[config.mk]
export PLATFORM = sky130hd
export DESIGN_NAME = rational_add_sub_reduce
export DESIGN_NICKNAME = d
export VERILOG_FILES = /design/src/rtl/core/rasr_pkg.sv /design/src/rtl/core/rational_add_sub_reduce.sv /design/src/rtl/core/rasr_div.sv
export VERILOG_INCLUDE_DIRS = /design/src /design/src/rtl/core
export SDC_FILE = /design/constraint.sdc
export NUM_CORES = 2
export LEC_CHECK = 0
export BUFFER_PORTS_ARGS = -buffer_cell sky130_fd_sc_hd__buf_2
export CORE_MARGIN = 5
export CORE_UTILIZATION = 55
export DETAILED_ROUTE_END_ITERATION = 8
export PLACE_DENSITY = 0.73
export SLEW_MARGIN = 20
export SYNTH_ARGS = -nofsm -noshare
export SYNTH_HDL_FRONTEND = slang
export SYNTH_HIERARCHICAL = 1
export SYNTH_SLANG_ARGS = --single-unit
[constraint.sdc]
create_clock -name clk -period 6.85 [get_ports clk]
set_input_delay 0.3425 -clock clk [delete_from_list [all_inputs] [get_ports clk]]
set_output_delay 0.3425 -clock clk [all_outputs]
set_load 0.05 [all_outputs]
[src/rtl/core/rational_add_sub_reduce_macros.svh]
// Assertion macros for the checks in rational_add_sub_reduce.
`ifndef RATIONAL_ADD_SUB_REDUCE_MACROS_SVH
`define RATIONAL_ADD_SUB_REDUCE_MACROS_SVH

// The consequent must hold in the same cycle as the antecedent.
`define RASR_ASSERT_SAME(label, clk, rst_n, ante, cons) \
    label: assert property (@(posedge clk) disable iff (!rst_n) (ante) |-> (cons)) \
        else $error("rational_add_sub_reduce: same-cycle check failed");

// The consequent must hold in the cycle after the antecedent.
`define RASR_ASSERT_NEXT(label, clk, rst_n, ante, cons) \
    label: assert property (@(posedge clk) disable iff (!rst_n) (ante) |=> (cons)) \
        else $error("rational_add_sub_reduce: next-cycle check failed");

`endif

[src/rtl/core/rasr_pkg.sv]
`timescale 1ns / 1ps

package rasr_pkg;

    localparam int DEFAULT_OPERAND_WIDTH = 16;
    localparam int MAX_WORK_WIDTH        = 64;
    localparam int RESULT_NUM_WIDTH      = 33;
    localparam int RESULT_DEN_WIDTH      = 32;

    localparam logic OPC_ADD = 1'b0;
    localparam logic OPC_SUB = 1'b1;

    typedef struct packed {
        logic busy;
        logic done;
    } div_stat_t;

endpackage

[src/rtl/core/rational_add_sub_reduce.sv]
`timescale 1ns / 1ps
// Adds or subtracts two signed fractions and returns the result reduced by a gcd.
// Input channel: in_valid/in_ready carry first_num, first_den, second_num,
// second_den and opcode (0 adds, 1 subtracts the second fraction from the first).
// Output channel: out_valid/out_ready carry result_num, result_den and error.
// A zero denominator on either input gives error with a zero result, written from
// the S_OUT state once the output register is free.
// Otherwise each operand and then the sum are reduced by Euclid's algorithm on one
// shared restoring divider, one quotient bit per cycle, with a working width
// W = 2*OPERAND_WIDTH+1 (at most 64), which is 33 bits at the default.
// The time to the result depends on the data; when the result is written the
// sequencer returns to S_IDLE and can take the next transaction, so one item is
// worked on at a time.
// The finished result sits in an output register, so a new transaction is taken
// while the previous result still waits for out_ready; a stalled receiver only
// holds the block once the next result is ready to be written.
// Reset clears the sequencer and drops out_valid.
`include "rational_add_sub_reduce_macros.svh"

module rational_add_sub_reduce #(
    parameter int OPERAND_WIDTH = rasr_pkg::DEFAULT_OPERAND_WIDTH
) (
    input  logic                                     clk,
    input  logic                                     rst_n,
    input  logic                                     in_valid,
    output logic                                     in_ready,
    input  logic signed [OPERAND_WIDTH-1:0]          first_num,
    input  logic signed [OPERAND_WIDTH-1:0]          first_den,
    input  logic signed [OPERAND_WIDTH-1:0]          second_num,
    input  logic signed [OPERAND_WIDTH-1:0]          second_den,
    input  logic                                     opcode,
    output logic                                     out_valid,
    input  logic                                     out_ready,
    output logic signed [rasr_pkg::RESULT_NUM_WIDTH-1:0] result_num,
    output logic signed [rasr_pkg::RESULT_DEN_WIDTH-1:0] result_den,
    output logic                                     error
);

    localparam int OW = OPERAND_WIDTH;
    localparam int WW = (2 * OW + 1 > rasr_pkg::MAX_WORK_WIDTH) ?
                        rasr_pkg::MAX_WORK_WIDTH : 2 * OW + 1;
    localparam int EXT_W = rasr_pkg::MAX_WORK_WIDTH + 1;

    typedef enum logic [3:0] {
        S_IDLE, S_GCD, S_GCD_WAIT, S_DIVN, S_DIVN_WAIT, S_DIVD, S_DIVD_WAIT,
        S_MUL_A, S_MUL_B, S_MUL_C, S_OUT
    } state_t;

    typedef enum logic [1:0] {PH_FIRST, PH_SECOND, PH_RESULT} phase_t;

    state_t state_reg, state_next;
    phase_t phase_reg, phase_next;

    logic signed [WW-1:0] n1_reg, n1_next, d1_reg, d1_next;
    logic signed [WW-1:0] n2_reg, n2_next, d2_reg, d2_next;
    logic signed [WW-1:0] a_reg, a_next, b_reg, b_next;
    logic signed [WW-1:0] ta_reg, ta_next, tb_reg, tb_next;
    logic                 sub_reg, sub_next;
    logic                 err_reg, err_next;
    logic                 oerr_reg, oerr_next;
    logic                 out_valid_reg, out_valid_next;
    logic signed [rasr_pkg::RESULT_NUM_WIDTH-1:0] rnum_reg, rnum_next;
    logic signed [rasr_pkg::RESULT_DEN_WIDTH-1:0] rden_reg, rden_next;

    logic signed [WW-1:0]   x_sel, y_sel;
    logic signed [WW-1:0]   div_x, div_y, div_q, div_r;
    logic                   div_start;
    rasr_pkg::div_stat_t    div_stat;
    logic signed [OW:0]     mul_a, mul_b;
    logic signed [2*OW+1:0] prod;
    logic signed [WW-1:0]   prod_w, sum_w;
    logic [EXT_W-1:0]       n_ext, d_ext;
    logic                   advance;

    rasr_div #(
        .WORK_WIDTH(WW)
    ) u_div (
        .clk       (clk),
        .rst_n     (rst_n),
        .start     (div_start),
        .dividend  (div_x),
        .divisor   (div_y),
        .quotient  (div_q),
        .remainder (div_r),
        .stat      (div_stat)
    );

    // After reduction a value may need one bit beyond the operand width (minimum over -1).
    assign prod   = mul_a * mul_b;
    assign prod_w = prod[WW-1:0];
    assign sum_w  = (sub_reg == rasr_pkg::OPC_SUB) ? ta_reg - tb_reg : ta_reg + tb_reg;
    assign x_sel  = (phase_reg == PH_SECOND) ? n2_reg : n1_reg;
    assign y_sel  = (phase_reg == PH_SECOND) ? d2_reg : d1_reg;
    assign n_ext  = {{(EXT_W-WW){n1_reg[WW-1]}}, n1_reg};
    assign d_ext  = {{(EXT_W-WW){d1_reg[WW-1]}}, d1_reg};

    always_comb
    begin
        state_next     = state_reg;
        phase_next     = phase_reg;
        n1_next        = n1_reg;
        d1_next        = d1_reg;
        n2_next        = n2_reg;
        d2_next        = d2_reg;
        a_next         = a_reg;
        b_next         = b_reg;
        ta_next        = ta_reg;
        tb_next        = tb_reg;
        sub_next       = sub_reg;
        err_next       = err_reg;
        oerr_next      = oerr_reg;
        rnum_next      = rnum_reg;
        rden_next      = rden_reg;
        out_valid_next = out_valid_reg && !out_ready;
        div_start      = 1'b0;
        div_x          = x_sel;
        div_y          = a_reg;
        mul_a          = n1_reg[OW:0];
        mul_b          = d2_reg[OW:0];
        advance        = 1'b0;

        case (state_reg)
            S_IDLE:
            begin
                if (in_valid)
                begin
                    n1_next  = {{(WW-OW){first_num[OW-1]}}, first_num};
                    d1_next  = {{(WW-OW){first_den[OW-1]}}, first_den};
                    n2_next  = {{(WW-OW){second_num[OW-1]}}, second_num};
                    d2_next  = {{(WW-OW){second_den[OW-1]}}, second_den};
                    a_next   = {{(WW-OW){first_num[OW-1]}}, first_num};
                    b_next   = {{(WW-OW){first_den[OW-1]}}, first_den};
                    sub_next = opcode;
                    phase_next = PH_FIRST;
                    if (first_den == '0 || second_den == '0)
                    begin
                        err_next   = 1'b1;
                        state_next = S_OUT;
                    end
                    else
                    begin
                        err_next   = 1'b0;
                        state_next = S_GCD;
                    end
                end
            end
            S_GCD:
            begin
                if (b_reg == '0)
                begin
                    state_next = S_DIVN;
                end
                else
                begin
                    div_start  = 1'b1;
                    div_x      = a_reg;
                    div_y      = b_reg;
                    state_next = S_GCD_WAIT;
                end
            end
            S_GCD_WAIT:
            begin
                if (div_stat.done)
                begin
                    a_next     = b_reg;
                    b_next     = div_r;
                    state_next = S_GCD;
                end
            end
            S_DIVN:
            begin
                if (a_reg == '0)
                begin
                    advance = 1'b1;
                end
                else
                begin
                    div_start  = 1'b1;
                    state_next = S_DIVN_WAIT;
                end
            end
            S_DIVN_WAIT:
            begin
                if (div_stat.done)
                begin
                    if (phase_reg == PH_SECOND)
                    begin
                        n2_next = div_q;
                    end
                    else
                    begin
                        n1_next = div_q;
                    end
                    state_next = S_DIVD;
                end
            end
            S_DIVD:
            begin
                div_start  = 1'b1;
                div_x      = y_sel;
                state_next = S_DIVD_WAIT;
            end
            S_DIVD_WAIT:
            begin
                if (div_stat.done)
                begin
                    if (phase_reg == PH_SECOND)
                    begin
                        d2_next = div_q;
                    end
                    else
                    begin
                        d1_next = div_q;
                    end
                    advance = 1'b1;
                end
            end
            S_MUL_A:
            begin
                ta_next    = prod_w;
                state_next = S_MUL_B;
            end
            S_MUL_B:
            begin
                mul_a      = n2_reg[OW:0];
                mul_b      = d1_reg[OW:0];
                tb_next    = prod_w;
                state_next = S_MUL_C;
            end
            S_MUL_C:
            begin
                mul_a      = d1_reg[OW:0];
                mul_b      = d2_reg[OW:0];
                n1_next    = sum_w;
                d1_next    = prod_w;
                a_next     = sum_w;
                b_next     = prod_w;
                phase_next = PH_RESULT;
                state_next = S_GCD;
            end
            S_OUT:
            begin
                if (!out_valid_reg || out_ready)
                begin
                    out_valid_next = 1'b1;
                    oerr_next = err_reg;
                    rnum_next = err_reg ? '0 : n_ext[rasr_pkg::RESULT_NUM_WIDTH-1:0];
                    rden_next = err_reg ? '0 : d_ext[rasr_pkg::RESULT_DEN_WIDTH-1:0];
                    state_next = S_IDLE;
                end
            end
            default:
            begin
                state_next = S_IDLE;
            end
        endcase

        if (advance)
        begin
            case (phase_reg)
                PH_FIRST:
                begin
                    phase_next = PH_SECOND;
                    a_next     = n2_reg;
                    b_next     = d2_reg;
                    state_next = S_GCD;
                end
                PH_SECOND:
                begin
                    state_next = S_MUL_A;
                end
                default:
                begin
                    state_next = S_OUT;
                end
            endcase
        end
    end

    always_ff @(posedge clk or negedge rst_n)
    begin
        if (!rst_n)
        begin
            state_reg     <= S_IDLE;
            phase_reg     <= PH_FIRST;
            out_valid_reg <= 1'b0;
            err_reg       <= 1'b0;
            oerr_reg      <= 1'b0;
            sub_reg       <= rasr_pkg::OPC_ADD;
            n1_reg        <= '0;
            d1_reg        <= '0;
            n2_reg        <= '0;
            d2_reg        <= '0;
            a_reg         <= '0;
            b_reg         <= '0;
            ta_reg        <= '0;
            tb_reg        <= '0;
            rnum_reg      <= '0;
            rden_reg      <= '0;
        end
        else
        begin
            state_reg     <= state_next;
            phase_reg     <= phase_next;
            out_valid_reg <= out_valid_next;
            err_reg       <= err_next;
            oerr_reg      <= oerr_next;
            sub_reg       <= sub_next;
            n1_reg        <= n1_next;
            d1_reg        <= d1_next;
            n2_reg        <= n2_next;
            d2_reg        <= d2_next;
            a_reg         <= a_next;
            b_reg         <= b_next;
            ta_reg        <= ta_next;
            tb_reg        <= tb_next;
            rnum_reg      <= rnum_next;
            rden_reg      <= rden_next;
        end
    end

    assign in_ready   = (state_reg == S_IDLE);
    assign out_valid  = out_valid_reg;
    assign result_num = rnum_reg;
    assign result_den = rden_reg;
    assign error      = oerr_reg;

    `RASR_ASSERT_SAME(a_div_start_idle, clk, rst_n, div_start, !div_stat.busy)
    `RASR_ASSERT_SAME(a_err_zero, clk, rst_n, out_valid && error,
        result_num == '0 && result_den == '0)
    `RASR_ASSERT_SAME(a_den_nonzero, clk, rst_n, out_valid && !error, result_den != '0)
    `RASR_ASSERT_NEXT(a_busy_after_accept, clk, rst_n, in_valid && in_ready, !in_ready)

endmodule

[src/rtl/core/rasr_div.sv]
`timescale 1ns / 1ps

module rasr_div #(
    parameter int WORK_WIDTH = 33
) (
    input  logic                         clk,
    input  logic                         rst_n,
    input  logic                         start,
    input  logic signed [WORK_WIDTH-1:0] dividend,
    input  logic signed [WORK_WIDTH-1:0] divisor,
    output logic signed [WORK_WIDTH-1:0] quotient,
    output logic signed [WORK_WIDTH-1:0] remainder,
    output rasr_pkg::div_stat_t          stat
);

    localparam int CNT_W = $clog2(WORK_WIDTH + 1);

    logic                  busy_reg;
    logic                  done_reg;
    logic [CNT_W-1:0]      cnt_reg;
    logic                  qneg_reg;
    logic                  rneg_reg;
    logic [WORK_WIDTH-1:0] quot_reg;
    logic [WORK_WIDTH:0]   rem_reg;
    logic [WORK_WIDTH-1:0] dsor_reg;

    logic [WORK_WIDTH:0]   shifted;
    logic [WORK_WIDTH:0]   trial;
    logic [WORK_WIDTH-1:0] mag_x;
    logic [WORK_WIDTH-1:0] mag_y;

    // Magnitudes as unsigned words; the most negative value maps onto itself correctly.
    assign mag_x = dividend[WORK_WIDTH-1] ? WORK_WIDTH'(-dividend) : dividend;
    assign mag_y = divisor[WORK_WIDTH-1] ? WORK_WIDTH'(-divisor) : divisor;

    assign shifted = {rem_reg[WORK_WIDTH-1:0], quot_reg[WORK_WIDTH-1]};
    assign trial   = shifted - {1'b0, dsor_reg};

    always_ff @(posedge clk or negedge rst_n)
    begin
        if (!rst_n)
        begin
            busy_reg <= 1'b0;
            done_reg <= 1'b0;
            cnt_reg  <= '0;
        end
        else
        begin
            done_reg <= 1'b0;
            if (start)
            begin
                busy_reg <= 1'b1;
                cnt_reg  <= CNT_W'(WORK_WIDTH);
            end
            else if (busy_reg)
            begin
                cnt_reg <= cnt_reg - 1'b1;
                if (cnt_reg == CNT_W'(1))
                begin
                    busy_reg <= 1'b0;
                    done_reg <= 1'b1;
                end
            end
        end
    end

    always_ff @(posedge clk)
    begin
        if (start)
        begin
            qneg_reg <= dividend[WORK_WIDTH-1] ^ divisor[WORK_WIDTH-1];
            rneg_reg <= dividend[WORK_WIDTH-1];
            quot_reg <= mag_x;
            rem_reg  <= '0;
            dsor_reg <= mag_y;
        end
        else if (busy_reg)
        begin
            if (!trial[WORK_WIDTH])
            begin
                rem_reg  <= trial;
                quot_reg <= {quot_reg[WORK_WIDTH-2:0], 1'b1};
            end
            else
            begin
                rem_reg  <= shifted;
                quot_reg <= {quot_reg[WORK_WIDTH-2:0], 1'b0};
            end
        end
    end

    // Truncating division: the quotient takes the product of signs, the remainder the dividend's.
    assign quotient  = qneg_reg ? WORK_WIDTH'(-quot_reg) : quot_reg;
    assign remainder = rneg_reg ? WORK_WIDTH'(-rem_reg[WORK_WIDTH-1:0])
                                : rem_reg[WORK_WIDTH-1:0];
    assign stat.busy = busy_reg;
    assign stat.done = done_reg;

endmodule

* After elaboration in Yosys (flattened, before gate mapping)
Index checks and enable logic that the tools add are counted.
** Storage, ports and cells
- Register bits after elaboration :: 448
- Input port bits :: 69
- Output and inout port bits :: 68
** Operators by class
- Add/subtract/negate cells :: 8
- Multiply operators :: 1
- Equal/unequal tests :: 25
- Muxes and demuxes :: 72
- Bitwise gates (word level) :: 1
- Reduce and logical (&&, ||, !) cells :: 23
** Operators with widths (count)
- $mux W33 :: 29
- $pmux W33 S3 :: 4
- $pmux W33 S2 :: 3
- $neg A33 Y33 :: 4
- $logic_not A33 Y1 :: 2
- $mux W32 :: 2
- $pmux W4 S11 :: 1
- $pmux W17 S2 :: 1
- $sub A34 B33 Y34 :: 1
- $add A33 B33 Y33 :: 1
- $mul A17 B17 Y33 :: 1
- $sub A33 B33 Y33 :: 1
- $logic_not A16 Y1 :: 2
- $mux W4 :: 7
- $mux W17 :: 1
- $eq A4 B3 Y1 const B :: 4
- $reduce_and A4 Y1 :: 4
- $mux W1 :: 15
- $eq A4 B4 Y1 const B :: 3
- $mux W6 :: 2
- $ne A2 B2 Y1 const B :: 6
- $ne A3 B2 Y1 const B :: 3
- $eq A4 B2 Y1 const B :: 2
- $pmux W4 S2 :: 1
- other kinds (20) :: 30

* Logic depth before layout (Yosys ltp)
- Word-level depth :: 7
- Mapped depth :: 29

* Cells and area by module
Netlist, hierarchy kept.
** By module, submodules not included
- rational_add_sub_reduce :: instances 1, cells each 3516, area an instance 30544.3 µm², seq. area each 8483.1 µm²
- rasr_div :: instances 1, cells each 998, area an instance 8719.6 µm², seq. area each 2902.8 µm²

* Worst setup path before layout
No wires, ideal clock.
- Path kind :: reg2reg
- From :: reg state_reg[1]
- To :: reg b_reg[28]
- Setup time :: 124 ps
- Arrival time :: 7103 ps
- Required time :: 6726 ps
- Path slack :: -377 ps
- Cell stages (with the launch flop) :: 28
- Clock period less this slack :: 7227 ps
- Cell sequence :: dfrtp_1 > nor3b_4 > clkbuf_1 > buf_1 > nor2_1 > a21oi_1 > nand2_1 > fa_1 > fa_1 > inv_1 > fa_1 > inv_1 > fa_1 > inv_1 > fa_1 > inv_1 > fa_1 > inv_1 > ha_1 > a21o_1 > a31oi_1 > o21ai_0 > o21bai_1 > o211ai_1 > o41ai_2 > xor2_1 > nor2_1 > a211o_1
** Between the ends
- Word-level cells in the longest chain between the ends :: 6
- Elaborated cells between the ends (all ways) :: 13
** Ends and longest elaborated chain
- from (decl) :: line rational_add_sub_reduce.sv:51 : state_t state_reg, state_next;
- from (signal assigned) :: line rational_add_sub_reduce.sv:303 : state_reg <= state_next;
- $eq A4 B4 Y1 :: line rational_add_sub_reduce.sv:122 : case (state_reg)
- $pmux W17 S2 or $mux W17 (tied branches) :: line rational_add_sub_reduce.sv:122
- $mul A17 B17 Y33 :: line rational_add_sub_reduce.sv:89 : assign prod = mul_a * mul_b;
- $pmux W33 S3 :: line rational_add_sub_reduce.sv:122
- $mux W33 :: line rational_add_sub_reduce.sv:260 : case (phase_reg)
- $mux W33 * :: line rational_add_sub_reduce.sv:258 : if (advance)
- via b_next[28] :: line rational_add_sub_reduce.sv:56 : logic signed [WW-1:0] a_reg, a_next, b_reg, b_next;
- to (signal assigned) :: line rational_add_sub_reduce.sv:314 : b_reg <= b_next;
- to (decl) :: line rational_add_sub_reduce.sv:56
The timed path passes the listed nets; every way through them passes the cells marked *.
A chain may end at the register's enable or synchronous reset.

* Final worst setup path
- From :: reg state_reg[2]
- To :: reg b_reg[32]
Same word-level chain as after synthesis.

==> qor.yml <==
rrSetupSlack_ns: -0.36
vdd_drop_max_uv: 159
clk_transition_reported_paths_ns: 0.07
violations: "design-rule violations, negative setup slack"
grt-ovfl-total: 0
coreArea_sq_mm: 0.0711
grt_max_degree: 152
ys_warn_count: 6
post-route-util: 0.660
synth_fp_nets: 5029
worst_slew_pin_slew_ns: 1.20
fill_cells: 5862
syn_to_final_growth_pct: 19.6
die_y_microns: 277
crit_path_start_kind: "register"
p_leak_nw: 21.1
outcome: "complete, but fails checks"
finalNetCount: 5397
synthCells: 4513
cts.sinks: 448
fmax_mhz: 139
drt-pass1-iter-count: 9
drv_slew: 0
synthesis.area_sq_mm: 0.0393
cts_tree: "yes"
initialDrtViolationCount: 4360
critPathRequiredTime_ns: 7.27
worst_clock_skew_ns: 0.0208
dieArea_sq_mm: 0.0768
vias_per_cell: 6.27
clk_latency_ns: 0.61
holdPathStages: 2
postSynthAreaPerCell_sq_um: 8.70
cap_violations: 0
grt_pass1_wl_mm: 220
cp_slowest_cell: "fa_1"
r2r-end: "b_reg[32]"
drc: 9
drive_gt1_frac: 0.207
die_w_microns: 277
relSlewSlack: 0.191
dpl.cell_count: 5704
pre_cts_ws_ns: -0.430
holdPathEnd: "sub_reg"
htree_levels: 2
track_usage: 0.371
grt_util_met1: 0.497
powerDensity_mw_per_mm2: 126
rsz0062_at_grt: "yes"
final_cell_count_no_fill: 5873
cts-buffers-inserted: 49
boundaryPins: 137
io_buffers: 136
hp-class: "input pin to register"
gr-usage-met2: 0.571
cts_buffer_depth: 3
worst_r2r_path_depth: 28
wirelength_mm: 149
setup.worst_path.end_class: "register"
grt_pass1_vias: 35700
grtUsageMet3: 0.0798
critPathMaxStageDelay_ns: 0.60
place.detailed.hpwl_mm: 112
cpMostUsedCell: "fa_1"
setup_viol: 52
busiest_layer: "met2"
setup_ws_ns: -0.365
fp-row-count: 98
post-route-period-util: 1.05
crit_arrival_ns: 7.63
vias: 36900
antenna_found_initial: 2
hp-start: "opcode"
initial_core_util: 0.552
rr_startpoint: "state_reg[2]"
path_max_fanout: 8
path_class: "register to register"
ant_nets: 0
hold_violations: 0
wl_per_cell_microns: 25.4
period_needed_ns: 7.21
root_buffer: "clkbuf_16"
globalplace.congestion: 1.01
[where the power goes]
| group | leakage (nW) | internal (mW) | total (mW) | switching [mW] |
|---|---|---|---|---|
| combinational | 15.3 | 0.0934 | 0.291 | 0.198 |
| sequential | 5.01 | 2.73 | 2.78 | 0.0483 |
| clock | 0.840 | 1.65 | 2.85 | 1.20 |
| total | 21.1 | 4.47 | 5.92 | 1.44 |
[layout by cell type (no fill, tap or decap), drive strengths merged, types with 42 or more instances in the layout]
cell type / count
nand2: 583
buf: 574
nor2: 453
inv: 384
dfrtp: 347
o21ai: 321
fa: 292
a21oi: 275
xnor2: 173
ha: 155
mux2i: 123
nand2b: 96
xor2: 75
edfxtp: 68
clkbuf: 66
a21o: 65
mux2: 64
a31oi: 57
nor3: 49
a221oi: 47
a22oi: 45
a211oi: 45
o22ai: 42
[metrics by stage]
stage	power [mW]	TNS [ns]	hold slack [ns]	instance area [sq um]
after global placement	3.10	-6.83	0.315	43300
after detailed placement	3.10	-10.77	0.316	43300
after global routing	6.05	-20.15	0.0567	47000
after CTS	5.91	-1.08	0.0363	45700
final	5.92	-9.28	0.0538	47000
after floorplan	2.94	-0.00611	0.0469	39500
[how the worst max path moves through the flow]
stage                  from   endpoint  slack [ns]  depth (start not counted)
6_report       state_reg[2]  b_reg[32]       -0.36                         28
5_1_grt        state_reg[1]  b_reg[27]       -0.53                         27
4_1_cts        state_reg[1]  b_reg[27]       -0.17                         29
3_5_place_dp   state_reg[2]  b_reg[32]       -0.43                         29
3_3_place_gp   state_reg[2]  b_reg[28]       -0.30                         26
2_1_floorplan  state_reg[1]  b_reg[28]      -0.006                         29
[per-layer routing]
layer	share of wire	up-vias
li1	-	16300
met4	0.066	4
met1	0.38	17900
met3	0.11	483
met5	0.00019	-
met2	0.44	2181
[final cells by class]
class	count	area, sq um	area share
repair buffers	577	4500	0.0959
diodes	1	2.50	0.0000533
flip-flops and latches	448	11400	0.243
well taps	950	1190	0.0253
multi-input cells	3422	26700	0.569
clock buffers	64	1420	0.0302
inverters	383	1440	0.0307
clock inverters	28	288	0.00613
[critical path: cells and delay by family (launching register included)]
kind	cells	cell delay, ns
adder cells (fa/ha/maj)	7	3.18
flip-flops	1	0.43
AND/OR/NAND/NOR	7	1.35
multiplexers	1	0.34
buffers and inverters	8	1.02
AO/OA/AOI/OAI	4	0.48
XOR/XNOR	1	0.21
[timing repair]
item                                    in CTS  in global routing
setup buffers                               26                 50
endpoints found under the setup margin      62                 75
hold buffers                                 1                  0
gates cloned                                 2                  3
hold endpoints to repair                    58                  0
pin swaps                                   41                 86
gates resized for setup                    135                228
No activity file was read; power rests on OpenSTA's default activity.
